<file path="config.mk">
export PLATFORM = sky130hd
export DESIGN_NAME = button_hold_and_triple_click_detector_flat
export DESIGN_NICKNAME = d
export VERILOG_FILES = /design/src/rtl/bthd_pkg.sv /design/src/rtl/bthd_stream_if.sv /design/src/rtl/bthd_cfg.sv /design/src/rtl/bthd_core.sv /design/src/rtl/button_hold_and_triple_click_detector.sv /design/src/flat_wrapper.sv
export SDC_FILE = /design/constraint.sdc
export NUM_CORES = 1
export LEC_CHECK = 0
export ABC_AREA = 1
export BUFFER_PORTS_ARGS = -buffer_cell sky130_fd_sc_hd__buf_2
export CORE_MARGIN = 2
export CORE_UTILIZATION = 45
export DETAILED_ROUTE_END_ITERATION = 7
export HOLD_SLACK_MARGIN = 0.08
export MAX_ROUTING_LAYER = met4
export SLEW_MARGIN = 20
export SYNTH_ARGS = -nofsm -noshare
export SYNTH_HDL_FRONTEND = slang
export SYNTH_SLANG_ARGS = --single-unit
export TNS_END_PERCENT = 1
</file>
<file path="constraint.sdc">
create_clock -name i_clk -period 4.8 [get_ports i_clk]
set_clock_uncertainty 0.15 [all_clocks]
set_input_delay 0.48 -clock i_clk [delete_from_list [all_inputs] [get_ports i_clk]]
set_output_delay 0.48 -clock i_clk [all_outputs]
set_load 0.02 [all_outputs]
</file>
<file path="src/rtl/bthd_pkg.sv">
package bthd_pkg;

    localparam int CFG_W     = 16;
    localparam int CFG_IDX_W = 8;
    localparam int TALLY_W   = 2;

    typedef logic [CFG_IDX_W-1:0] t_cfg_idx;

    localparam t_cfg_idx CFG_HOLD_TIME     = t_cfg_idx'(0);
    localparam t_cfg_idx CFG_CLICK_MAX     = t_cfg_idx'(1);
    localparam t_cfg_idx CFG_DEBOUNCE_MIN  = t_cfg_idx'(2);
    localparam t_cfg_idx CFG_TRIPLE_WINDOW = t_cfg_idx'(3);

    localparam logic [CFG_W-1:0] HOLD_TIME_RST     = 16'd3000;
    localparam logic [CFG_W-1:0] CLICK_MAX_RST     = 16'd600;
    localparam logic [CFG_W-1:0] DEBOUNCE_MIN_RST  = 16'd40;
    localparam logic [CFG_W-1:0] TRIPLE_WINDOW_RST = 16'd1500;

    // the click that completes a triple
    localparam logic [TALLY_W-1:0] TRIPLE_COUNT = 2'd3;

    typedef struct packed {
        logic [CFG_W-1:0] hold_time;
        logic [CFG_W-1:0] click_max;
        logic [CFG_W-1:0] debounce_min;
        logic [CFG_W-1:0] triple_window;
    } t_cfg;

    typedef struct packed {
        logic button_level;
        logic ap_active;
    } t_in_word;

    typedef struct packed {
        logic               hold_event;
        logic               click_event;
        logic               triple_event;
        logic [TALLY_W-1:0] clicks_so_far;
    } t_out_word;

endpackage

</file>
<file path="src/rtl/bthd_stream_if.sv">
interface bthd_stream_if #(
    parameter type T = logic
);
    logic valid;
    logic ready;
    T     data;

    modport source (output valid, output data, input ready);
    modport sink (input valid, input data, output ready);
endinterface

</file>
<file path="src/rtl/bthd_cfg.sv">
module bthd_cfg (
    input  logic                             i_clk,
    input  logic                             i_rst_n,
    input  logic                             i_cfg_we,
    input  logic [bthd_pkg::CFG_IDX_W-1:0]   i_cfg_idx,
    input  logic [bthd_pkg::CFG_W-1:0]       i_cfg_data,
    output bthd_pkg::t_cfg                   o_cfg
);
    bthd_pkg::t_cfg r_cfg;
    bthd_pkg::t_cfg n_cfg;

    always_comb begin
        n_cfg = r_cfg;
        if (i_cfg_we) begin
            case (i_cfg_idx)
                bthd_pkg::CFG_HOLD_TIME:     n_cfg.hold_time     = i_cfg_data;
                bthd_pkg::CFG_CLICK_MAX:     n_cfg.click_max     = i_cfg_data;
                bthd_pkg::CFG_DEBOUNCE_MIN:  n_cfg.debounce_min  = i_cfg_data;
                bthd_pkg::CFG_TRIPLE_WINDOW: n_cfg.triple_window = i_cfg_data;
                default: ;
            endcase
        end
    end

    always_ff @(posedge i_clk) begin
        if (!i_rst_n) begin
            r_cfg.hold_time     <= bthd_pkg::HOLD_TIME_RST;
            r_cfg.click_max     <= bthd_pkg::CLICK_MAX_RST;
            r_cfg.debounce_min  <= bthd_pkg::DEBOUNCE_MIN_RST;
            r_cfg.triple_window <= bthd_pkg::TRIPLE_WINDOW_RST;
        end else begin
            r_cfg <= n_cfg;
        end
    end

    assign o_cfg = r_cfg;
endmodule

</file>
<file path="src/rtl/bthd_core.sv">
module bthd_core #(
    parameter int TIME_BITS = 16
) (
    input  logic                  i_clk,
    input  logic                  i_rst_n,
    input  logic                  i_fire,
    input  bthd_pkg::t_in_word    i_word,
    input  bthd_pkg::t_cfg        i_cfg,
    output bthd_pkg::t_out_word   o_result
);
    localparam int CMP_W = (TIME_BITS > bthd_pkg::CFG_W) ? TIME_BITS : bthd_pkg::CFG_W;

    logic                          r_held;
    logic [TIME_BITS-1:0]          r_press_age;
    logic [bthd_pkg::TALLY_W-1:0]  r_click_tally;
    logic [TIME_BITS-1:0]          r_window_age;

    logic                          n_held;
    logic [TIME_BITS-1:0]          n_press_age;
    logic [bthd_pkg::TALLY_W-1:0]  n_click_tally;
    logic [TIME_BITS-1:0]          n_window_age;

    logic [TIME_BITS-1:0]          press_inc;
    logic [TIME_BITS-1:0]          window_inc;
    logic [bthd_pkg::TALLY_W-1:0]  tally_base;
    logic [bthd_pkg::TALLY_W-1:0]  tally_plus;
    logic                          restart;
    logic                          is_click;
    logic                          hold_ev;
    logic                          click_ev;
    logic                          triple_ev;

    // saturating ages
    assign window_inc = (&r_window_age) ? r_window_age : r_window_age + TIME_BITS'(1);
    assign press_inc  = (!r_held || (&r_press_age)) ? r_press_age
                                                    : r_press_age + TIME_BITS'(1);

    assign is_click = (CMP_W'(press_inc) >= CMP_W'(i_cfg.debounce_min))
                   && (CMP_W'(press_inc) <  CMP_W'(i_cfg.click_max));
    assign restart  = (r_click_tally == '0)
                   || (CMP_W'(window_inc) > CMP_W'(i_cfg.triple_window));
    assign tally_base = restart ? '0 : r_click_tally;
    assign tally_plus = tally_base + {{(bthd_pkg::TALLY_W-1){1'b0}}, 1'b1};

    always_comb begin
        n_held        = r_held;
        n_press_age   = press_inc;
        n_click_tally = r_click_tally;
        n_window_age  = window_inc;
        hold_ev       = 1'b0;
        click_ev      = 1'b0;
        triple_ev     = 1'b0;
        if (!i_word.button_level) begin
            n_held = 1'b1;
            if (!r_held) begin
                n_press_age = '0;
            end
            if (!i_word.ap_active && (CMP_W'(n_press_age) >= CMP_W'(i_cfg.hold_time))) begin
                hold_ev       = 1'b1;
                n_click_tally = '0;
            end
        end else if (r_held) begin
            n_held = 1'b0;
            if (is_click) begin
                click_ev = 1'b1;
                if (restart) begin
                    n_window_age = '0;
                end
                if (tally_plus == bthd_pkg::TRIPLE_COUNT) begin
                    triple_ev     = 1'b1;
                    n_click_tally = '0;
                end else begin
                    n_click_tally = tally_plus;
                end
            end
        end
    end

    always_ff @(posedge i_clk) begin
        if (!i_rst_n) begin
            r_held        <= 1'b0;
            r_press_age   <= '0;
            r_click_tally <= '0;
            r_window_age  <= '0;
        end else if (i_fire) begin
            r_held        <= n_held;
            r_press_age   <= n_press_age;
            r_click_tally <= n_click_tally;
            r_window_age  <= n_window_age;
        end
    end

    assign o_result.hold_event    = hold_ev;
    assign o_result.click_event   = click_ev;
    assign o_result.triple_event  = triple_ev;
    assign o_result.clicks_so_far = n_click_tally;

    a_tally_below_three: assert property (@(posedge i_clk) disable iff (!i_rst_n)
        r_click_tally != bthd_pkg::TRIPLE_COUNT)
        else $error("click tally reached three");

    a_triple_is_click: assert property (@(posedge i_clk) disable iff (!i_rst_n)
        triple_ev |-> click_ev && (n_click_tally == '0))
        else $error("triple without a click");

    a_press_sets_held: assert property (@(posedge i_clk) disable iff (!i_rst_n)
        i_fire && !i_word.button_level && !r_held |=> r_held && (r_press_age == '0))
        else $error("press start not recorded");

    a_hold_excludes_click: assert property (@(posedge i_clk) disable iff (!i_rst_n)
        !(hold_ev && click_ev))
        else $error("hold and click in one tick");
endmodule

</file>
<file path="src/rtl/button_hold_and_triple_click_detector.sv">
// Button hold / triple-click detector, one tick word per millisecond.
// i_tick carries one word per tick: button_level (active low) and ap_active.
// o_evt returns exactly one word per tick: hold_event, click_event,
// triple_event and clicks_so_far (click count after that tick).
// Both channels use valid/ready; a word moves when both are high.
// A tick accepted into the input register moves through the core into the
// result register once that register is free. Throughput is one tick per
// cycle while o_evt does not stall: the state update is a single pass of
// saturating increments and compares between input and result registers.
// When o_evt stalls, the pending result holds, the input register keeps one
// more tick and i_tick.ready drops; nothing is lost or repeated.
// The config port writes hold_time, click_max, debounce_min and
// triple_window (index 0 to 3, other indexes ignored); write only when idle.
// Synchronous reset clears the press and click state, empties both
// registers and loads the default config values.
module button_hold_and_triple_click_detector #(
    parameter int TIME_BITS = 16
) (
    input  logic                             i_clk,
    input  logic                             i_rst_n,
    input  logic                             i_cfg_we,
    input  logic [bthd_pkg::CFG_IDX_W-1:0]   i_cfg_idx,
    input  logic [bthd_pkg::CFG_W-1:0]       i_cfg_data,
    bthd_stream_if.sink                      i_tick,
    bthd_stream_if.source                    o_evt
);
    bthd_pkg::t_cfg       cfg;
    bthd_pkg::t_out_word  core_result;

    logic                 r_in_valid;
    bthd_pkg::t_in_word   r_in_word;
    logic                 r_out_valid;
    bthd_pkg::t_out_word  r_out_word;
    logic                 advance;

    bthd_cfg u_cfg (
        .i_clk      (i_clk),
        .i_rst_n    (i_rst_n),
        .i_cfg_we   (i_cfg_we),
        .i_cfg_idx  (i_cfg_idx),
        .i_cfg_data (i_cfg_data),
        .o_cfg      (cfg)
    );

    // word leaves the input register when the result register can take it
    assign advance      = r_in_valid && (!r_out_valid || o_evt.ready);
    assign i_tick.ready = !r_in_valid || advance;

    bthd_core #(
        .TIME_BITS (TIME_BITS)
    ) u_core (
        .i_clk    (i_clk),
        .i_rst_n  (i_rst_n),
        .i_fire   (advance),
        .i_word   (r_in_word),
        .i_cfg    (cfg),
        .o_result (core_result)
    );

    always_ff @(posedge i_clk) begin
        if (!i_rst_n) begin
            r_in_valid  <= 1'b0;
            r_out_valid <= 1'b0;
        end else begin
            if (i_tick.ready) begin
                r_in_valid <= i_tick.valid;
            end
            if (advance) begin
                r_out_valid <= 1'b1;
            end else if (o_evt.ready) begin
                r_out_valid <= 1'b0;
            end
        end
    end

    always_ff @(posedge i_clk) begin
        if (i_tick.valid && i_tick.ready) begin
            r_in_word <= i_tick.data;
        end
        if (advance) begin
            r_out_word <= core_result;
        end
    end

    assign o_evt.valid = r_out_valid;
    assign o_evt.data  = r_out_word;
endmodule

</file>
<file path="src/flat_wrapper.sv">
// flat-port wrapper written by rule: the top's interface ports become plain ports
module button_hold_and_triple_click_detector_flat 
#(
    parameter int TIME_BITS = 16
)
  (i_clk, i_rst_n, i_cfg_we, i_cfg_idx, i_cfg_data, i_tick_valid, i_tick_data, i_tick_ready, o_evt_valid, o_evt_data, o_evt_ready);
  bthd_stream_if #(.T(bthd_pkg::t_in_word)) i_tick_i ();
  bthd_stream_if #(.T(bthd_pkg::t_out_word)) o_evt_i ();
  input  logic i_clk;
  input  logic i_rst_n;
  input  logic i_cfg_we;
  input  logic [bthd_pkg::CFG_IDX_W-1:0] i_cfg_idx;
  input  logic [bthd_pkg::CFG_W-1:0] i_cfg_data;
  input wire logic [$bits(i_tick_i.valid)-1:0] i_tick_valid;
  input wire logic [$bits(i_tick_i.data)-1:0] i_tick_data;
  output wire logic [$bits(i_tick_i.ready)-1:0] i_tick_ready;
  output wire logic [$bits(o_evt_i.valid)-1:0] o_evt_valid;
  output wire logic [$bits(o_evt_i.data)-1:0] o_evt_data;
  input wire logic [$bits(o_evt_i.ready)-1:0] o_evt_ready;
  assign i_tick_i.valid = i_tick_valid;
  assign i_tick_i.data = i_tick_data;
  assign i_tick_ready = i_tick_i.ready;
  assign o_evt_valid = o_evt_i.valid;
  assign o_evt_data = o_evt_i.data;
  assign o_evt_i.ready = o_evt_ready;
  button_hold_and_triple_click_detector #(.TIME_BITS(TIME_BITS)) u_core (.i_clk(i_clk), .i_rst_n(i_rst_n), .i_cfg_we(i_cfg_we), .i_cfg_idx(i_cfg_idx), .i_cfg_data(i_cfg_data), .i_tick(i_tick_i), .o_evt(o_evt_i));
endmodule
</file>
==> results of run 1 <==
metal layers:
metal | vias up | wire [µm] | GRT usage (%)
met3 | 22 | 714 | 3.25
met4 | 0 | 310 | 8.69
met1 | 2543 | 7240 | 28.0
met5 | - | 0 | -
met2 | 113 | 7400 | 36.5
li1 | 2826 | - | -
kinds of logic after synthesis:
| group | synth area share (%) |
|---|---|
| fa+ha+maj | 12.6 |
| xor+xnor | 3.14 |
| buf+inv | 10.8 |
| compound gates | 17.9 |
| simple gates | 20.3 |
| flops | 35.2 |
metrics by stage:
stage               area (µm²)  setup slack (ns)
floorplan                 6340              1.43
global placement          6690             0.967
detailed placement        6690             0.849
CTS                       7000             0.826
global route              7000             0.506
finish                    7000             0.881
worst paths after layout:
check,to,slack [ns],startpoint
worst min-delay path,u_core.r_in_word[0]$_DFFE_PP_,0.15,i_tick_data[0]
worst max register to register,u_core.u_core.r_window_age[5]$_SDFFE_PN0P_,0.88,u_core.u_core.r_window_age[0]$_SDFFE_PN0P_
worst min register to register,u_core.u_core.r_window_age[4]$_SDFFE_PN0P_,0.33,u_core.u_core.r_window_age[4]$_SDFFE_PN0P_
worst max-delay path,u_core.u_core.r_window_age[5]$_SDFFE_PN0P_,0.88,u_core.u_core.r_window_age[0]$_SDFFE_PN0P_
worst max-delay path: stages, from the launching register on:
cell and delay, ns:
dfxtp_1 0.36, ha_1 0.18, nand2_1 0.07, nor2_1 0.12
nand2_1 0.09, inv_2 0.07, nand3_2 0.07, nor2_1 0.12
nand2_2 0.10, nor2_4 0.11, nand2_2 0.10, inv_1 0.16
nor3_1 0.06, a21oi_1 0.20, ha_1 0.28, a21oi_1 0.16
nand2_1 0.07, a31oi_1 0.16, nor2_1 0.05, o21ai_0 0.19
o2111ai_1 0.13, nand2_1 0.11, o21ai_0 0.14, nand3_4 0.28
nand3_1 0.11, a21oi_1 0.15
final cells by class:
type / instances / area (µm²)
Inverter: 147 / 552
Fill cell: 1338 / 6830
Multi-Input combinational cell: 562 / 3440
Tap cell: 180 / 225
Timing Repair Buffer: 45 / 245
Clock inverter: 7 / 77.6
Sequential cell: 108 / 2230
Clock buffer: 9 / 225
Antenna cell: 1 / 2.50
flip-flops by register name, indices dropped and copies added, names as in the netlist:
name	flops
u_core.o_evt.valid	1
u_core.u_core.r_press_age	16
u_core.u_cfg.o_cfg	64
u_core.r_in_valid	1
u_core.u_core.r_window_age	16
u_core.o_evt.data	5
u_core.u_core.r_click_tally	2
u_core.r_in_word	2
u_core.u_core.r_held	1
cells in the final DEF, fill, tap and decap left out, types with 6 or more instances in the layout:
cell type  count
a21oi_1      102
a21oi_2        9
buf_2         37
buf_4          8
clkbuf_16      9
dfxtp_1      101
edfxtp_1       7
ha_1          64
inv_1        139
nand2_1      145
nand2_2        9
nand3_1       28
nand3_2       12
nand4_1        6
nor2_1        45
nor2_2         7
nor3_1        11
o211ai_1      20
o21ai_0       56
xor2_1        14
report_power, final:
part,switching (mW),leakage (nW),internal [mW]
Combinational,0.0674,2.06,0.0264
Sequential,0.00596,0.883,0.913
Clock,0.355,0.146,0.408
==> out/metrics.csv, run 1 <==
stage;metric;value;unit
synth;netlist_instances;847;
floorplan;ios;38;
worst_setup_path;end_kind;register;
finish;fin_cells;1059;
finish;final_nets;968;
place;gp_congestion;0.928;
clock_network;cts_setup_buffers;0;
worst_setup_path;startpoint_type;register;
timing;tightestPinTransition;0.843;ns
place;hpwl;11800;µm
synth;synth_top_area_share;31.9;%
synth;synth_enable_flop_cells;7;
place;dp_cells;1042;
routing;drt-total-wl;15700;µm
finish;utilization;50.6;%
synth;yosysSeqAreaShare;35.2;%
timing;setup_viol_count_final;0;
timing;hold_violations;0;
synth;async_flop_share;0;%
synth;ys_types;42;
synth;yosys_warnings;0;
pwr;p_total;1.77;mW
timing;fin_crit;3.92;ns
worst_setup_path;critPathArrivalTime;4.04;ns
timing;hold_slack;0.146;ns
clock_network;cts.sinks;108;
synth;synth_nets;942;
floorplan;start_util;45.9;%
timing;slew_viol_final;0;
finish;syn_to_final_growth;10.4;%
grt;globalRouteOverflowTotal;0;
worst_setup_path;cp.required;4.92;ns
grt;grt_use_total;22.4;%
clock_network;root_buffer;clkbuf_16;
floorplan;die_area;15100;µm²
clock_network;clkLatencyLatePin;0.36;ns
timing;finalSetupTns;0;ns
clock_network;postCtsHoldBufs;0;
timing;rsz0062_at_grt;no;
worst_setup_path;cp_max_fo;18;
synth;yosysTopAreaCell;dfxtp_1;
flow_run;cap_violations;0;
synth;yosysMostFrequentCell;nand2_1;
floorplan;die_h;123;µm
clock_network;clockBufferDepth;2;
synth;synth-seq-cells;108;
timing;final.period_utilization;81.6;%
timing;max_freq;255;MHz
routing;drt-initial-drc-count;356;
floorplan;rows;43;
routing;dr.pass1.iters;5;
timing;slew-limit-headroom;43.5;%
grt;grt_max_degree;67;
synth;synth_area;6340;µm²
finish;drive_gt1_share;13.0;%
synth;synth_area_per_cell;7.49;µm²
clock_network;ctsResizeCount;0;
synth;dominantRegCellSynth;dfxtp_1;
floorplan;coreArea;13800;µm²
clock_network;cts-htree-levels;3;
worst_setup_path;path_class;register to register;
routing;drc;0;
pwr;leakage;3.09;nW
grt;antenna_found_initial;1;
synth;synthTopCellsByArea;dfxtp_1 (32%), ha_1 (13%), nand2_1 (8.6%);
pwr;pwr_density_cell;254;nW/µm²
clock_network;cts.clk_slew.worst_paths;0.07;ns
routing;ant_nets;0;
min_path;min_path_cells;1;
grt;grt_pass1_wl;25500;µm
min_path;hp-class;primary input to register;
pwr;vdd_drop_max;154;µV
routing;wl_per_cell;14.8;µm
routing;vias;5504;
floorplan;die_w;123;µm
worst_setup_path;worst_r2r_path_depth;25;
clock_network;cts_tree;yes;
place;port_buffers;37;
clock_network;cts_buffers;9;
synth;ys_top_cells_by_count;nand2_1 (145), inv_1 (139), a21oi_1 (102);
grt;grt_pass1_vias;5305;
routing;viasPerCell;5.20;
status;status;complete, no violations;
Note: power is estimated with default switching activity, not from simulation.
==> run 2: changes to the inputs <==
Settings changed: ABC_AREA 1 to 0.
Clock period 4.8 ns to 3.85 ns, I/O delays scaled along.
==> run 2 against run 1 <==
  * The flow now finishes with violations (negative setup slack)
  * Synthesized area down 0.93%
  * Combinational power increased by 39%
  * Register-to-register slack worse by 0.91 ns
  * Total power is 30% higher
  * Core utilization up 7.9 points
  * Non-clock buffer count grew 107
  * Synthesized cell count shrank 9.8%
  * Die area decreased by 0.89%
  * Wire length rose by 17%
  * Critical path depth shrank 11
  * Largest power group unchanged
==> out/metrics.csv, run 2 <==
stage;metric;value;unit;change
status;status;complete, but fails checks;;was complete, no violations
status;violations;negative setup slack;;
clock_network;cts_buffers;9;;unchanged
synth;synth_enable_flop_cells;7;;unchanged
place;hpwl;13300;µm;was 11800 µm
synth;yosysSeqAreaShare;35.5;%;was 35.2%
grt;grt_max_degree;43;;was 67
finish;final_common_cell;nand2_1;;unchanged
synth;synth_area;6280;µm²;was 6340 µm²
clock_network;cts-htree-levels;3;;unchanged
worst_setup_path;crit_start;u_core.u_core.r_press_age[7]$_SDFFE_PN0P_;;was u_core.u_core.r_window_age[0]$_SDFFE_PN0P_
floorplan;coreArea;13800;µm²;about the same
place;pre_cts_ws;-0.305;ns;was 0.849 ns
finish;final_nets;989;;was 968
pwr;p_total;2.30;mW;was 1.77 mW
place;gp_congestion;0.926;;was 0.928
grt;antenna_found_initial;0;;was 1
finish;drive_gt1_share;24.7;%;was 13.0%
finish;fin_cells;1079;;was 1059
timing;slew_viol_final;0;;unchanged
floorplan;start_util;45.6;%;was 45.9%
synth;yosysMostFrequentCell;nand2_1;;unchanged
timing;rsz0062_at_grt;yes;;was no
grt;globalRouteOverflowTotal;0;;unchanged
worst_setup_path;cp.required;3.95;ns;was 4.92 ns
synth;synthTopCellsByArea;dfxtp_1 (32%), ha_1 (13%), nand2_1 (7.6%);;was dfxtp_1 (32%), ha_1 (13%), nand2_1 (8.6%)
timing;fin_crit;3.88;ns;was 3.92 ns
synth;dominantRegCellSynth;dfxtp_1;;unchanged
synth;ys_types;61;;was 42
timing;setup_ws;-0.0259;ns;was 0.881 ns
finish;layout_common_cells;nand2_1 (127), buf_4 (99), dfxtp_1 (90);;was nand2_1 (145), inv_1 (139), a21oi_1 (102)
place;dp_cells;1033;;was 1042
routing;drc;0;;unchanged
floorplan;die_w;122;µm;was 123 µm
finish;syn_to_final_growth;28.4;%;was 10.4%
routing;ant_nets;0;;unchanged
routing;dr.pass1.iters;7;;was 5
synth;netlist_instances;764;;was 847
min_path;hp-class;primary input to register;;unchanged
synth;synth_top_area_share;32.2;%;was 31.9%
clock_network;cts_tree;yes;;unchanged
synth;yosysTopAreaCell;dfxtp_1;;unchanged
clock_network;clkLatencyLatePin;0.36;ns;about the same
synth;ys_top_cells_by_count;nand2_1 (128), dfxtp_1 (101), inv_1 (70);;was nand2_1 (145), inv_1 (139), a21oi_1 (102)
synth;yosys_warnings;0;;unchanged
finish;antenna_cells;0;;was 1
timing;slew-limit-headroom;48.6;%;was 43.5%
pwr;vdd_drop_max;221;µV;was 154 µV
worst_setup_path;end_kind;register;;unchanged
worst_setup_path;cp_max_fo;11;;was 18
routing;wl_per_cell;17.0;µm;was 14.8 µm
place;dpl_cell_area;7270;µm²;was 6690 µm²
finish;finalInstanceArea;8070;µm²;was 7000 µm²
min_path;min-delay-start;i_tick_valid;;was i_tick_data[0]
flow_run;cap_violations;0;;unchanged
floorplan;rows;43;;unchanged
grt;grt_pass1_vias;5835;;was 5305
timing;final.period_utilization;101;%;was 81.6%
worst_setup_path;path_class;register to register;;unchanged
floorplan;ios;38;;unchanged
worst_setup_path;startpoint_type;register;;unchanged
timing;tightestPinTransition;0.771;ns;was 0.843 ns
synth;synth_nets;859;;was 942
grt;grt_pass1_wl;29200;µm;was 25500 µm
synth;async_flop_share;0;%;unchanged
place;port_buffers;37;;unchanged
routing;drt-total-wl;18400;µm;was 15700 µm
clock_network;cts.clk_slew.worst_paths;0.07;ns;about the same
synth;synth-seq-cells;108;;unchanged
routing;viasPerCell;5.52;;was 5.20
routing;vias;5955;;was 5504
floorplan;die_h;122;µm;was 123 µm
grt;grt_use_total;26.3;%;was 22.4%
routing;drt-initial-drc-count;339;;was 356
floorplan;die_area;14900;µm²;was 15100 µm²
timing;setup_viol_count_final;4;;was 0
timing;max_freq;258;MHz;was 255 MHz
clock_network;root_buffer;clkbuf_16;;unchanged
finish;fill_cells;1281;;was 1338
finish;largest_reg_flops;64;;unchanged
timing;finalSetupTns;-0.0450;ns;was 0 ns
pwr;leakage;3.59;nW;was 3.09 nW
worst_setup_path;critPathArrivalTime;3.98;ns;was 4.04 ns
worst_setup_path;r2r-start;u_core.u_core.r_press_age[7]$_SDFFE_PN0P_;;was u_core.u_core.r_window_age[0]$_SDFFE_PN0P_
synth;synth_area_per_cell;8.22;µm²;was 7.49 µm²
timing;hold_violations;0;;unchanged
clock_network;clockBufferDepth;2;;unchanged
pwr;pwr_density_cell;286;nW/µm²;was 254 nW/µm²
clock_network;cts.sinks;108;;unchanged
run 2: power by group:
| part | internal, mW | switching [mW] |
|---|---|---|
| registers | 1.14 | 0.00633 |
| logic | 0.0432 | 0.0869 |
| clock network | 0.575 | 0.457 |
run 2: routing by layer:
| metal | share of wire [%] | routed length [µm] | global-route usage [%] |
|---|---|---|---|
| met3 | 4.0 | 738 | 3.18 |
| met5 | 0 | 0 | - |
| met2 | 49 | 9000 | 43.6 |
| met4 | 3.7 | 680 | 13.0 |
| met1 | 43 | 7930 | 31.7 |
run 2: final cells by class:
| type | count | area (µm²) | area share, % |
|---|---|---|---|
| inverters | 70 | 263 | 3.26 |
| multi-input cells | 553 | 3880 | 48.1 |
| flip-flops and latches | 108 | 2250 | 27.8 |
| clock buffers | 9 | 225 | 2.79 |
| clock inverters | 7 | 96.3 | 1.19 |
| well taps | 180 | 225 | 2.79 |
| repair buffers | 152 | 1130 | 14.0 |
run 2: timing repair:
item                                    in CTS  in global routing
hold buffers                                 2                  0
hold endpoints to repair                     2                  0
pin swaps                                   16                 11
setup buffers                               30                  1
gates resized for setup                     27                 29
endpoints found under the setup margin      22                 23
run 2: logic make-up after synthesis:
group                      Yosys count  synth area share, %
adders and majority gates           64                 12.7
buffers and inverters              103                 6.37
xor gates and xnor gates            24                 3.35
and+or+nand+nor                    280                 21.1
DFF                                108                 35.5
AOI/OAI and AO/OA                  167                 18.0
muxes                               18                 2.89
run 2: critical path: stages, from the launching register on:
cell	delay (ns)
dfxtp_2	0.34
and4_4	0.23
nand4_1	0.14
a2111oi_4	0.40
nand3_2	0.19
xnor2_2	0.20
ha_4	0.29
nand4_1	0.11
or4_4	0.45
a311o_1	0.32
a211oi_4	0.31
buf_12	0.16
o21ai_4	0.08
buf_12	0.16
a32o_1	0.23
run 2: final timing paths:
check                                               end  cells after the start  slack [ns]
min reg2reg         u_core.u_cfg.o_cfg[50]$_SDFFE_PN0P_                      2        0.31
max          u_core.u_core.r_window_age[6]$_SDFFE_PN0P_                     14       -0.03
min                      u_core.r_in_valid$_SDFFE_PN0N_                      3        0.11
max reg2reg  u_core.u_core.r_window_age[6]$_SDFFE_PN0P_                     14       -0.03
run 2: through the flow:
stage,hold slack (ns),utilization [%]
detailed placement,0.299,52.8
CTS,0.105,57.7
global placement,0.293,52.8
finish,0.109,58.6
floorplan,0.282,-
global route,0.138,58.6
==> run 3: changes to the inputs <==
Settings changed: BUFFER_PORTS_ARGS -buffer_cell sky130_fd_sc_hd__buf_2 to -buffer_cell sky130_fd_sc_hd__buf_4.
==> run 3 against run 2 <==
  * The run still ends with negative setup slack left
  * Via count fell by 2.1%
  * First-iteration DRC count rose by 5.0%
  * Core utilization shrank 0.82 points
  * Global-route usage is 0.27 points lower
  * Critical path depth rose by 10
  * Cell count fell by 1.2%
  * Total power fell by 0.27%
  * Fmax fell by 0.76%
  * Combinational power increased by 5%
  * Critical endpoint is now u_core.u_core.r_press_age[10]$_SDFFE_PN0P_
  * Largest power group unchanged
==> out/metrics.csv, run 3 (synthesis gave the netlist of run 2 again) <==
stage;metric;value;unit;change
status;status;complete, but fails checks;;unchanged
status;violations;negative setup slack;;unchanged
grt;antenna_found_initial;0;;unchanged
pwr;p_total;2.30;mW;about the same
routing;drt-initial-drc-count;356;;was 339
finish;final_nets;976;;was 989
pwr;leakage;3.50;nW;was 3.59 nW
grt;globalRouteOverflowTotal;0;;unchanged
worst_setup_path;critPathArrivalTime;4.00;ns;was 3.98 ns
worst_setup_path;r2r_setup_slack;-0.06;ns;was -0.03 ns
timing;rsz0062_at_grt;yes;;unchanged
floorplan;rows;43;;unchanged
floorplan;die_h;122;µm;unchanged
clock_network;cts_buffers;9;;unchanged
timing;tightestPinTransition;1.04;ns;was 0.771 ns
routing;ant_nets;0;;unchanged
clock_network;clockBufferDepth;2;;unchanged
timing;slew-limit-headroom;30.3;%;was 48.6%
timing;slew_viol_final;0;;unchanged
finish;finalInstanceArea;7950;µm²;was 8070 µm²
grt;grt_max_degree;56;;was 43
clock_network;root_buffer;clkbuf_16;;unchanged
timing;max_freq;256;MHz;was 258 MHz
worst_setup_path;end_kind;register;;unchanged
place;port_buffers;37;;unchanged
routing;wl_met3;752;µm;was 738 µm
worst_setup_path;path_class;register to register;;unchanged
routing;drt-total-wl;18200;µm;was 18400 µm
finish;final_common_cell;buf_4;;was nand2_1
finish;largest_reg_flops;64;;unchanged
floorplan;coreArea;13800;µm²;unchanged
routing;met1Wirelength;7770;µm;was 7930 µm
timing;final.period_utilization;101;%;about the same
grt;grt_use_total;26.0;%;was 26.3%
finish;layout_common_cells;buf_4 (134), nand2_1 (127), dfxtp_1 (96);;was nand2_1 (127), buf_4 (99), dfxtp_1 (90)
worst_setup_path;cp.required;3.95;ns;about the same
pwr;pwr_density_cell;289;nW/µm²;was 286 nW/µm²
worst_setup_path;startpoint_type;register;;unchanged
place;gp_congestion;0.998;;was 0.926
finish;antenna_cells;0;;unchanged
timing;hold_violations;0;;unchanged
timing;setup_ws;-0.0554;ns;was -0.0259 ns
finish;utilization;57.7;%;was 58.6%
clock_network;cts-htree-levels;3;;unchanged
grt;grt_pass1_wl;28800;µm;was 29200 µm
flow_run;cap_violations;0;;unchanged
worst_setup_path;cp_max_fo;3;;was 11
place;hpwl;13200;µm;was 13300 µm
finish;drive_gt1_share;22.1;%;was 24.7%
routing;vias;5827;;was 5955
pwr;vdd_drop_max;242;µV;was 221 µV
routing;dr.pass1.iters;5;;was 7
place;dpl_cell_area;7260;µm²;was 7270 µm²
routing;wl_per_cell;17.0;µm;about the same
min_path;hp-class;primary input to register;;unchanged
clock_network;cts.clk_slew.worst_paths;0.07;ns;about the same
floorplan;start_util;45.6;%;unchanged
clock_network;cts_tree;yes;;unchanged
finish;syn_to_final_growth;26.6;%;was 28.4%
place;pre_cts_ws;-0.220;ns;was -0.305 ns
floorplan;die_w;122;µm;unchanged
grt;grt_pass1_vias;5762;;was 5835
floorplan;die_area;14900;µm²;unchanged
timing;setup_viol_count_final;15;;was 4
routing;wl_met2;8940;µm;was 9000 µm
clock_network;cts.sinks;108;;unchanged
routing;viasPerCell;5.47;;was 5.52
clock_network;clkLatencyLatePin;0.36;ns;about the same
timing;fin_crit;3.91;ns;was 3.88 ns
floorplan;ios;38;;unchanged
routing;route.top_layer_used;met4;;unchanged
routing;drc;0;;unchanged
==> run 3: cell count changes in the layout (fill, tap and decap cells not counted), moves of 2 or more <==
cell / change
inv_6: -2
buf_12: -2
buf_6: -9
a211oi_2: -2
dfxtp_2: -6
dfxtp_1: +6
a211oi_1: +2
o21ai_0: +2
xor2_2: -2
buf_2: -37
buf_4: +35
==> run 3: area by class of cell <==
| class | count | area, µm² |
|---|---|---|
| sequential | 108 | 2240 |
| inverter | 70 | 263 |
| multi-input combinational | 553 | 3830 |
| clock inverter | 5 | 85.1 |
| fill | 1276 | 5820 |
| timing repair buffer | 139 | 1070 |
| clock buffer | 11 | 243 |
| tap | 180 | 225 |
==> run 3: per-stage QoR <==
| stage | instances | hold WS, ns | setup TNS (ns) |
|---|---|---|---|
| finish | 1066 | 0.0933 | -0.303 |
| global route | 1066 | 0.102 | -3.82 |
| CTS | 1062 | 0.0831 | -0.348 |
| detailed placement | 1023 | 0.298 | -4.22 |
| global placement | 1023 | 0.292 | -3.25 |
| floorplan | 764 | 0.282 | 0 |
==> run 3: path summary, 6_finish.rpt <==
kind,from,to,cells past startpoint
worst max register to register,u_core.u_core.r_press_age[10]$_SDFFE_PN0P_,u_core.u_core.r_press_age[10]$_SDFFE_PN0P_,24
worst max-delay path,u_core.u_core.r_press_age[10]$_SDFFE_PN0P_,u_core.u_core.r_press_age[10]$_SDFFE_PN0P_,24
worst min register to register,u_core.u_cfg.o_cfg[60]$_SDFFE_PN0P_,u_core.u_cfg.o_cfg[60]$_SDFFE_PN0P_,2
worst min-delay path,i_tick_valid,u_core.r_in_valid$_SDFFE_PN0N_,3
==> run 3: timing repair <==
action,CTS,global route
hold buffers,2,0
gates resized for setup,15,15
endpoints found under the hold margin,2,0
pin swaps,5,5
endpoints found under the setup margin,21,22
buffers inserted,21,4
==> run 3: power breakdown <==
| part | leakage (nW) | internal [mW] | switching, mW |
|---|---|---|---|
| clock network | 0.162 | 0.593 | 0.427 |
| logic | 2.46 | 0.0504 | 0.0862 |
| registers | 0.884 | 1.14 | 0.00525 |
==> run 3: critical path: stages, from the launching register on <==
cell and delay [ns]:
dfxtp_1 0.32, and4_1 0.22, and2_2 0.25, a21oi_4 0.15, nand4_1 0.20, buf_4 0.19, buf_4 0.12, buf_4 0.12
buf_4 0.13, buf_4 0.12, buf_4 0.12, buf_4 0.12, buf_4 0.12, buf_4 0.12, buf_4 0.12, buf_4 0.12
buf_4 0.12, buf_4 0.12, buf_4 0.12, buf_4 0.13, buf_4 0.12, buf_4 0.13, a21oi_2 0.11, nor2b_1 0.08
o21a_1 0.19
==> run 3: per-layer routing <==
layer	GRT usage [%]	vias to the layer above
met2	43.7	125
met3	5.99	39
met5	-	-
met1	29.4	2751
met4	12.1	0
li1	-	2912
